File: src/rtl/evrp_pkg.sv
// ----------------------------------------------------------------------------
// evrp_pkg: shared definitions for the Euler vertex rotate / project core
// Field widths, angle fold points, register map and the sine table generator.
// ----------------------------------------------------------------------------
package evrp_pkg;

    // Field widths fixed by the interface
    localparam int VERTEX_W  = 8;
    localparam int ANGLE_W   = 9;
    localparam int ORIGIN_W  = 8;
    localparam int SCREEN_W  = 10;
    localparam int CFG_IDX_W = 1;

    // Default fraction bits of the sine / cosine values
    localparam int TRIG_FRAC_BITS_DEF = 14;

    // Configuration register map
    localparam logic [CFG_IDX_W-1:0] CFG_ORIGIN_X = 1'd0;
    localparam logic [CFG_IDX_W-1:0] CFG_ORIGIN_Y = 1'd1;

    localparam logic [ORIGIN_W-1:0] ORIGIN_X_RST = 8'd64;
    localparam logic [ORIGIN_W-1:0] ORIGIN_Y_RST = 8'd32;

    // Angle fold points in whole degrees
    localparam logic [ANGLE_W-1:0] DEG_90  = 9'd90;
    localparam logic [ANGLE_W-1:0] DEG_180 = 9'd180;
    localparam logic [ANGLE_W-1:0] DEG_270 = 9'd270;
    localparam logic [ANGLE_W-1:0] DEG_360 = 9'd360;

    // One entry per degree of the first quadrant, 0..90
    localparam int TRIG_TAB_N = 91;
    localparam int TRIG_IDX_W = $clog2(TRIG_TAB_N);

    // Taylor series setup for the table
    localparam logic [63:0] PI_Q30       = 64'd3373259426;
    localparam int          SERIES_TERMS = 10;

    // Restoring shift-subtract quotient; elaboration only
    function automatic logic [63:0] udiv64(input logic [63:0] num, input logic [63:0] den);
        logic [64:0] rem;
        logic [63:0] quo;
        rem = '0;
        quo = '0;
        for (int b = 63; b >= 0; b--)
        begin
            rem = {rem[63:0], num[b]};
            if (rem >= {1'b0, den})
            begin
                rem    = rem - {1'b0, den};
                quo[b] = 1'b1;
            end
        end
        return quo;
    endfunction

    // sin(k degrees) as unsigned Q2.30, series terms truncated; elaboration only
    function automatic logic [63:0] sin_q30(input int unsigned k);
        logic [63:0] x;
        logic [63:0] x2;
        logic [63:0] term;
        logic [63:0] acc;
        logic [63:0] dvsr;
        x    = udiv64(64'(k) * PI_Q30 + 64'd90, 64'd180);
        x2   = (x * x) >> 30;
        term = x;
        acc  = x;
        for (int n = 1; n <= SERIES_TERMS; n++)
        begin
            dvsr = 64'((2 * n) * (2 * n + 1));
            term = udiv64((term * x2) >> 30, dvsr);
            if (n[0])
                acc = acc - term;
            else
                acc = acc + term;
        end
        return acc;
    endfunction

endpackage

File: src/rtl/evrp_trig.sv
// ----------------------------------------------------------------------------
// evrp_trig: two-stage sine / cosine lookup for one whole-degree angle
// Stage 1 wraps and folds the angle into the first quadrant, stage 2 reads
// the constant table and applies the sign.
// ----------------------------------------------------------------------------
module evrp_trig
    import evrp_pkg::*;
#(
    parameter int FRAC_BITS = TRIG_FRAC_BITS_DEF
)
(
    input  logic                      clk,
    input  logic [ANGLE_W-1:0]        angle,
    output logic signed [FRAC_BITS+1:0] sin_val,
    output logic signed [FRAC_BITS+1:0] cos_val
);

    localparam int TW = FRAC_BITS + 2;

    typedef struct packed {
        logic                  neg;
        logic [TRIG_IDX_W-1:0] idx;
    } fold_t;

    // Map 0..359 onto a first quadrant index and a sign
    function automatic fold_t fold(input logic [ANGLE_W-1:0] d);
        fold_t f;
        f.neg = 1'b0;
        if (d <= DEG_90)
            f.idx = TRIG_IDX_W'(d);
        else if (d <= DEG_180)
            f.idx = TRIG_IDX_W'(DEG_180 - d);
        else if (d <= DEG_270)
        begin
            f.idx = TRIG_IDX_W'(d - DEG_180);
            f.neg = 1'b1;
        end
        else
        begin
            f.idx = TRIG_IDX_W'(DEG_360 - d);
            f.neg = 1'b1;
        end
        return f;
    endfunction

    // Rounded magnitudes, built at elaboration
    logic [FRAC_BITS:0] mag_tab [0:TRIG_TAB_N-1];

    for (genvar k = 0; k < TRIG_TAB_N; k++)
    begin : g_tab
        localparam logic [63:0] Q30 = sin_q30(k);
        assign mag_tab[k] =
            (FRAC_BITS+1)'((Q30 + (64'd1 << (29 - FRAC_BITS))) >> (30 - FRAC_BITS));
    end

    logic [ANGLE_W-1:0] ang_wrap;
    logic [ANGLE_W:0]   cos_sum;
    logic [ANGLE_W-1:0] cos_ang;

    assign ang_wrap = (angle >= DEG_360) ? angle - DEG_360 : angle;
    assign cos_sum  = {1'b0, ang_wrap} + {1'b0, DEG_90};
    assign cos_ang  = (cos_sum >= {1'b0, DEG_360}) ? ANGLE_W'(cos_sum - {1'b0, DEG_360})
                                                   : ANGLE_W'(cos_sum);

    fold_t sin_fold_reg;
    fold_t cos_fold_reg;

    always_ff @(posedge clk)
    begin
        sin_fold_reg <= fold(ang_wrap);
        cos_fold_reg <= fold(cos_ang);
    end

    logic signed [TW-1:0] sin_mag;
    logic signed [TW-1:0] cos_mag;
    logic signed [TW-1:0] sin_next;
    logic signed [TW-1:0] cos_next;
    logic signed [TW-1:0] sin_reg;
    logic signed [TW-1:0] cos_reg;

    assign sin_mag  = TW'(mag_tab[sin_fold_reg.idx]);
    assign cos_mag  = TW'(mag_tab[cos_fold_reg.idx]);
    assign sin_next = sin_fold_reg.neg ? -sin_mag : sin_mag;
    assign cos_next = cos_fold_reg.neg ? -cos_mag : cos_mag;

    always_ff @(posedge clk)
    begin
        sin_reg <= sin_next;
        cos_reg <= cos_next;
    end

    assign sin_val = sin_reg;
    assign cos_val = cos_reg;

endmodule
File: config.mk
export PLATFORM = sky130hd
export DESIGN_NAME = evrp_trig
export DESIGN_NICKNAME = d
export VERILOG_FILES = /design/src/rtl/evrp_pkg.sv /design/src/rtl/evrp_trig.sv
export SDC_FILE = /design/constraint.sdc
export NUM_CORES = 1
export LEC_CHECK = 0
export ABC_AREA = 1
export ABC_CLOCK_PERIOD_IN_PS = 8950
export BUFFER_PORTS_ARGS = -buffer_cell sky130_fd_sc_hd__buf_2
export CAP_MARGIN = 5
export CORE_UTILIZATION = 25
export CTS_BUF_LIST = sky130_fd_sc_hd__clkbuf_4
export DETAILED_ROUTE_END_ITERATION = 10
export GPL_TIMING_DRIVEN = 0
export SYNTH_ARGS = -nofsm -noshare
export SYNTH_HDL_FRONTEND = slang
export SYNTH_SLANG_ARGS = --single-unit
File: constraint.sdc
create_clock -name clk -period 8.95 [get_ports clk]
set_input_delay 0.895 -clock clk [delete_from_list [all_inputs] [get_ports clk]]
set_output_delay 0.895 -clock clk [all_outputs]
set_load 0.01 [all_outputs]
==> results of run 1 <==
-- per-stage QoR --
step	utilization	power, W	cell area, sq um	hold slack [ns]
after floorplan	-	0.00160	6090	0.524
after global placement	0.283	0.00215	6700	0.579
after detailed placement	0.283	0.00211	6700	0.582
after CTS	0.286	0.00225	6770	0.606
after global routing	0.286	0.00252	6780	0.639
final	0.286	0.00230	6780	0.598
-- area by class of cell --
type,instances,share of cell area
inverter,115,0.0637
timing repair buffer,41,0.0303
clock inverter,2,0.00554
sequential,47,0.139
multi-input combinational,823,0.669
antenna,1,0.000369
clock buffer,5,0.00554
tap,319,0.0589
buffer,45,0.0283
-- cells in the mapped netlist (all sizes together) (5+ instances only) --
cell / count
a21oi: 68
a31oi: 8
buf: 15
clkbuf: 30
dfxtp: 47
ha: 33
inv: 113
nand2: 282
nand3: 85
nand4: 6
nor2: 97
nor3: 14
o211ai: 15
o21ai: 120
o221ai: 7
o22ai: 9
o311ai: 5
o31ai: 7
or2: 5
xnor2: 8
xor2: 26
-- worst max-delay path by stage --
| stage | startpoint | end | slack (ns) | cells after the start |
|---|---|---|---|---|
| final | sin_fold_reg[1] | sin_val[14] | 4.74 | 16 |
| after detailed placement | angle[3] | cos_fold_reg[6] | 4.62 | 33 |
| after floorplan | angle[3] | cos_fold_reg[6] | 5.22 | 31 |
| after global routing | cos_fold_reg[0] | cos_val[14] | 4.53 | 15 |
| after global placement | angle[3] | cos_fold_reg[6] | 4.63 | 31 |
| after CTS | sin_fold_reg[1] | sin_val[14] | 4.97 | 16 |
-- critical path, stage by stage, from the launching register on --
cell and delay, ns:
dfxtp_1 0.75, inv_1 0.45, ha_1 0.42, o21ai_0 0.56, o22ai_1 0.21, nand2_1 0.10, a21oi_1 0.07, o31ai_1 0.45
ha_1 0.23, inv_1 0.06, nor3_1 0.17, nand2_1 0.10, nor2_1 0.14, nand2_1 0.09, nand2_1 0.09, nand2_1 0.07
xnor2_1 0.12
-- kinds of logic (layout without fill, tap and decap cells) --
logic type | count (synthesis) | after routing
AOI/OAI and AO/OA | 260 | 260
and+or+nand+nor | 493 | 493
DFF | 47 | 47
buffers and inverters | 160 | 208
adders and majority gates | 36 | 36
other | 0 | 1
xor gates and xnor gates | 34 | 34
-- layer usage --
| layer | vias up | GRT usage |
|---|---|---|
| met5 | - | 0 |
| met2 | 411 | 0.280 |
| met1 | 3285 | 0.253 |
| met4 | 0 | 0.0614 |
| li1 | 3541 | - |
| met3 | 54 | 0.0315 |
-- power breakdown --
part	total, W	switching (W)	internal [W]
Combinational	0.00180	0.00123	0.000568
Sequential	0.000368	0.0000528	0.000315
Clock	0.000137	0.0000799	0.0000572
Total	0.00230	0.00136	0.000941
==> flow_summary.json, run 1 <==
{
  "status": "finished, final reports clean",
  "ant_nets": 0,
  "start_util": 0.257,
  "ctsRootBufferMaster": "clkbuf_4",
  "dp_cells": 1390,
  "critPathArrivalTime_ns": 4.51,
  "fmax_mhz": 238,
  "synth_top_family_by_area": "simple AND/OR/NAND/NOR gates",
  "synth_fp_nets": 1076,
  "dp_hpwl_um": 17100,
  "tightest_slew_ns": 0.665,
  "pin_count": 42,
  "cts.repair.resized": 0,
  "route.vias.total": 7291,
  "layout-drive-gt1-share": 0.115,
  "yosys-mux-area-fraction": 0,
  "p_leak_nw": 3.18,
  "fin_cells": 1398,
  "nFillCells": 2750,
  "hold_path_end": "cos_val[15]",
  "grt_pass1_vias": 6808,
  "setup_violations": 0,
  "hold_start": "cos_fold_reg[7]",
  "cts_setup_buffers": 0,
  "r2r_end": "sin_val[14]",
  "synth.area.top_cells": "nand2_1 (16%), dfxtp_1 (15%), o21ai_0 (9.3%), ha_1 (6.8%), inv_1 (6.4%)",
  "wl_um": 22500,
  "area_growth_pct": 11.2,
  "seq_area_frac_synth": 0.154,
  "ys_warn_count": 0,
  "fin_crit_sh": 0.470,
  "skew_ns": 0.0209,
  "drcViolationCount": 0,
  "synth_xor_area_frac": 0.0489,
  "synth_cells": 1030,
  "synth_compound_area_frac": 0.250,
  "power.density_nw_per_um2": 340,
  "clock_sinks": 47,
  "pre_cts_ws_ns": 4.62,
  "crit_required_ns": 9.25,
  "grt_pass1_wl_um": 35800,
  "synthArstFlopShare": 0,
  "firstDrtPassIters": 6,
  "yosysTopAreaCellShare": 0.155,
  "clock_latency_ns": 0.42,
  "cts_buffers": 5,
  "clock_path_buffers": 2,
  "core_area_sq_um": 23700,
  "fin_crit_ns": 4.21,
  "drv_slew": 0,
  "wl_met2_um": 9660,
  "reg2regPathDepth": 16,
  "rsz0062_at_grt": "no",
  "max-vdd-ir-drop_v": 0.000102,
  "vias_per_cell": 5.22,
  "postLayoutSetupSlackWorst_ns": 4.74,
  "maxSlewHeadroom": 0.555,
  "dr_wl_met3_um": 1980,
  "hold_class": "reg2reg",
  "crit_fanout": 11,
  "cts_tree": "built",
  "hold_violations": 0,
  "die_w_um": 158,
  "crit_path_start_kind": "register",
  "layout_common_cells": "nand2_1 (252), o21ai_0 (113), inv_1 (104), nor2_1 (91), nand3_1 (75)",
  "clk_pin_slew_ns": 0.16,
  "portBuffers": 41,
  "synthAdderAreaFrac": 0.0776,
  "gp_congestion": 0.981,
  "cts-htree-levels": 2,
  "die_area_sq_um": 25000,
  "fin_tns_setup_ns": 0,
  "grt_usage": 0.182,
  "drt_iter0_drc": 796,
  "wl_per_cell_um": 16.1,
  "rrSetupSlack_ns": 4.74,
  "syn_area_sq_um": 6090,
  "synth_edf_count": 0,
  "synth_cell_types": 51,
  "top_layer": "met4",
  "overflow": 0,
  "critical_path_class": "reg2reg",
  "rows": 56,
  "mostFrequentLayoutCell": "nand2_1",
  "rr_startpoint": "sin_fold_reg[1]",
  "grt_max_degree": 15,
  "ys_seq_elements": 47,
  "synth-simple-area-share": 0.367,
  "cp-end-kind": "register",
  "fin_nets": 1124,
  "postCtsHoldBufs": 0,
  "antenna_found_initial": 1,
  "maxCapViolCount": 0,
  "syn_avg_cell_area_sq_um": 5.92,
  "synthFlopType": "dfxtp_1",
  "whs_path_depth": 2,
  "yosysTopAreaCell": "nand2_1",
  "die_h_um": 158,
  "regArea_sq_um": 941,
  "multi_input_area_sq_um": 4530,
  "met1_length_um": 10300
}
Note: power is estimated with default switching activity, not from simulation.
==> inputs of run 2 (changes only) <==
--- a/config.mk
+++ b/config.mk
@@ -6,7 +6,7 @@
 export NUM_CORES = 1
 export LEC_CHECK = 0
 export ABC_AREA = 1
-export ABC_CLOCK_PERIOD_IN_PS = 8950
+export ABC_CLOCK_PERIOD_IN_PS = 3700
 export BUFFER_PORTS_ARGS = -buffer_cell sky130_fd_sc_hd__buf_2
 export CAP_MARGIN = 5
 export CORE_UTILIZATION = 25
==> constraint.sdc (replaced) <==
create_clock -name clk -period 3.7 [get_ports clk]
set_input_delay 0.37 -clock clk [delete_from_list [all_inputs] [get_ports clk]]
set_output_delay 0.37 -clock clk [all_outputs]
set_load 0.01 [all_outputs]
==> run 2 against run 1 <==
First-iteration DRC count rose by 1.9%. Combinational power is 150% higher. Fmax increased by 22%. Sequential power up 140%. Final cell count up 1.1%. Wire length grew 1.2%. Register-to-register slack got worse by 4.5 ns. Setup slack got worse by 4.5 ns. Core utilization is 0.73 points higher. Clock power up 140%. Clock skew barely moved. Non-clock buffer count grew 15.
==> flow_summary.json, run 2 (synthesis results as in run 1) <==
{
  "status": "finished, final reports clean",
  "fmax_mhz": 291,
  "grt_usage": 0.183,
  "clock_sinks": 47,
  "rows": 56,
  "p_leak_nw": 3.25,
  "dp_hpwl_um": 17100,
  "cts_tree": "built",
  "clockPowerShare": 0.059,
  "maxCapViolCount": 0,
  "grt_pass1_vias": 6811,
  "wl_um": 22700,
  "cpMaxStageDelayCell": "dfxtp_1",
  "crit_buf_inv": 3,
  "clk_pin_slew_ns": 0.16,
  "power_frac_comb": 0.783,
  "drt_iter0_drc": 811,
  "fin_nets": 1139,
  "wl_per_cell_um": 16.1,
  "timing.critical_path.mode_cell": "a21oi_1",
  "cts-htree-levels": 2,
  "postCtsHoldBufs": 0,
  "rrSetupSlack_ns": 0.26,
  "die_w_um": 158,
  "cp-end-kind": "register",
  "layout-drive-gt1-share": 0.139,
  "slowest_delay_ns": 0.68,
  "critical-path-top-delay-family": "compound AO/OA/AOI/OAI gates",
  "cp.depth": 13,
  "reg2regPathDepth": 13,
  "p_int_w": 0.00232,
  "postLayoutSetupSlackWorst_ns": 0.265,
  "route.vias.total": 7408,
  "portBuffers": 41,
  "area_growth_pct": 14.0,
  "antenna_found_initial": 1,
  "critical_path_class": "reg2reg",
  "firstDrtPassIters": 5,
  "switching_share": 0.589,
  "overflow": 0,
  "regArea_sq_um": 950,
  "start_util": 0.257,
  "drv_slew": 0,
  "core_area_sq_um": 23700,
  "crit_path_start_kind": "register",
  "layout_common_cells": "nand2_1 (251), o21ai_0 (105), inv_1 (101), nor2_1 (90), nand3_1 (75)",
  "utilization": 0.293,
  "power_w": 0.00564,
  "drcViolationCount": 0,
  "gp_congestion": 0.981,
  "mostFrequentLayoutCell": "nand2_1",
  "crit_required_ns": 4.04,
  "max-vdd-ir-drop_v": 0.000248,
  "vias_per_cell": 5.24,
  "multi_input_area_sq_um": 4560,
  "pin_count": 42,
  "ctsRootBufferMaster": "clkbuf_4",
  "ant_nets": 0,
  "hold_class": "in2reg",
  "p_switching_w": 0.00332,
  "cts_buffers": 5,
  "fin_crit_sh": 0.928,
  "whs_path_depth": 1,
  "crit_fanout": 11,
  "crit_chain": "buf_2 > inv_1 > buf_2 > ha_1 > a21oi_1 > o21a_1 > o21ai_0 > o21ai_0 > a21oi_1 > a21oi_1 > nand3_1 > o31ai_1 > xor2_1",
  "hold_violations": 0,
  "setup_violations": 0,
  "maxSlewHeadroom": 0.553,
  "pre_cts_ws_ns": -0.250,
  "grt_max_degree": 15,
  "die_h_um": 158,
  "rsz0062_at_grt": "no",
  "die_area_sq_um": 25000,
  "clock_latency_ns": 0.42,
  "nFillCells": 2728,
  "pwr-share-seq": 0.158,
  "fin_crit_ns": 3.44,
  "skew_ns": 0.0205,
  "tightest_slew_ns": 0.671,
  "grt_pass1_wl_um": 36000,
  "power.density_nw_per_um2": 812,
  "critPathArrivalTime_ns": 3.78,
  "clock_path_buffers": 2
}
run 2: final cells by class:
class	instances	area share
flip-flops and latches	47	0.137
well taps	319	0.0574
clock buffers	5	0.00540
plain buffers	45	0.0276
clock inverters	2	0.00540
diodes	1	0.000360
inverters	115	0.0632
repair buffers	56	0.0475
multi-input cells	823	0.656
run 2: layer usage:
layer  wire length [um]  GRT usage
met5                  0          0
met4                605     0.0636
met3               2060     0.0334
met2               9690      0.279
met1              10400      0.255
run 2: worst reg2reg max path: cells and delay by family, from the launching register on:
family | cells | cell delay (ns)
simple gates | 1 | 0.11
buf+inv | 3 | 0.65
xor+xnor | 1 | 0.17
compound gates | 7 | 1.42
fa+ha+maj | 1 | 0.32
flops | 1 | 0.68
run 2: repair_timing:
action / CTS / global route
setup buffers: 5 / 10
resized for setup: 5 / 19
pin swaps: 0 / 2
endpoints found under the setup margin: 12 / 19
run 2: metrics by stage:
stage / hold WS, ns / instances / area, sq um / setup TNS, ns
finish: 0.139 / 1413 / 6950 / 0
global route: 0.124 / 1413 / 6950 / 0
CTS: 0.143 / 1402 / 6830 / 0
detailed placement: 0.582 / 1390 / 6700 / -1.87
global placement: 0.579 / 1390 / 6700 / -3.08
floorplan: 0.398 / 1030 / 6090 / 0
run 2: power groups by stage:
stage	sequential, W	combinational (W)	clock, W
floorplan	0.000966	0.00290	0
global placement	0.000896	0.00431	0
detailed placement	0.000901	0.00420	0
CTS	0.000888	0.00422	0.000343
global route	0.000922	0.00489	0.000364
finish	0.000892	0.00442	0.000332
run 2: path summary, 6_finish.rpt:
path	startpoint	to
max	sin_fold_reg[2]	sin_val[13]
min reg2reg	cos_fold_reg[7]	cos_val[15]
min	angle[0]	cos_fold_reg[0]
max reg2reg	sin_fold_reg[2]	sin_val[13]
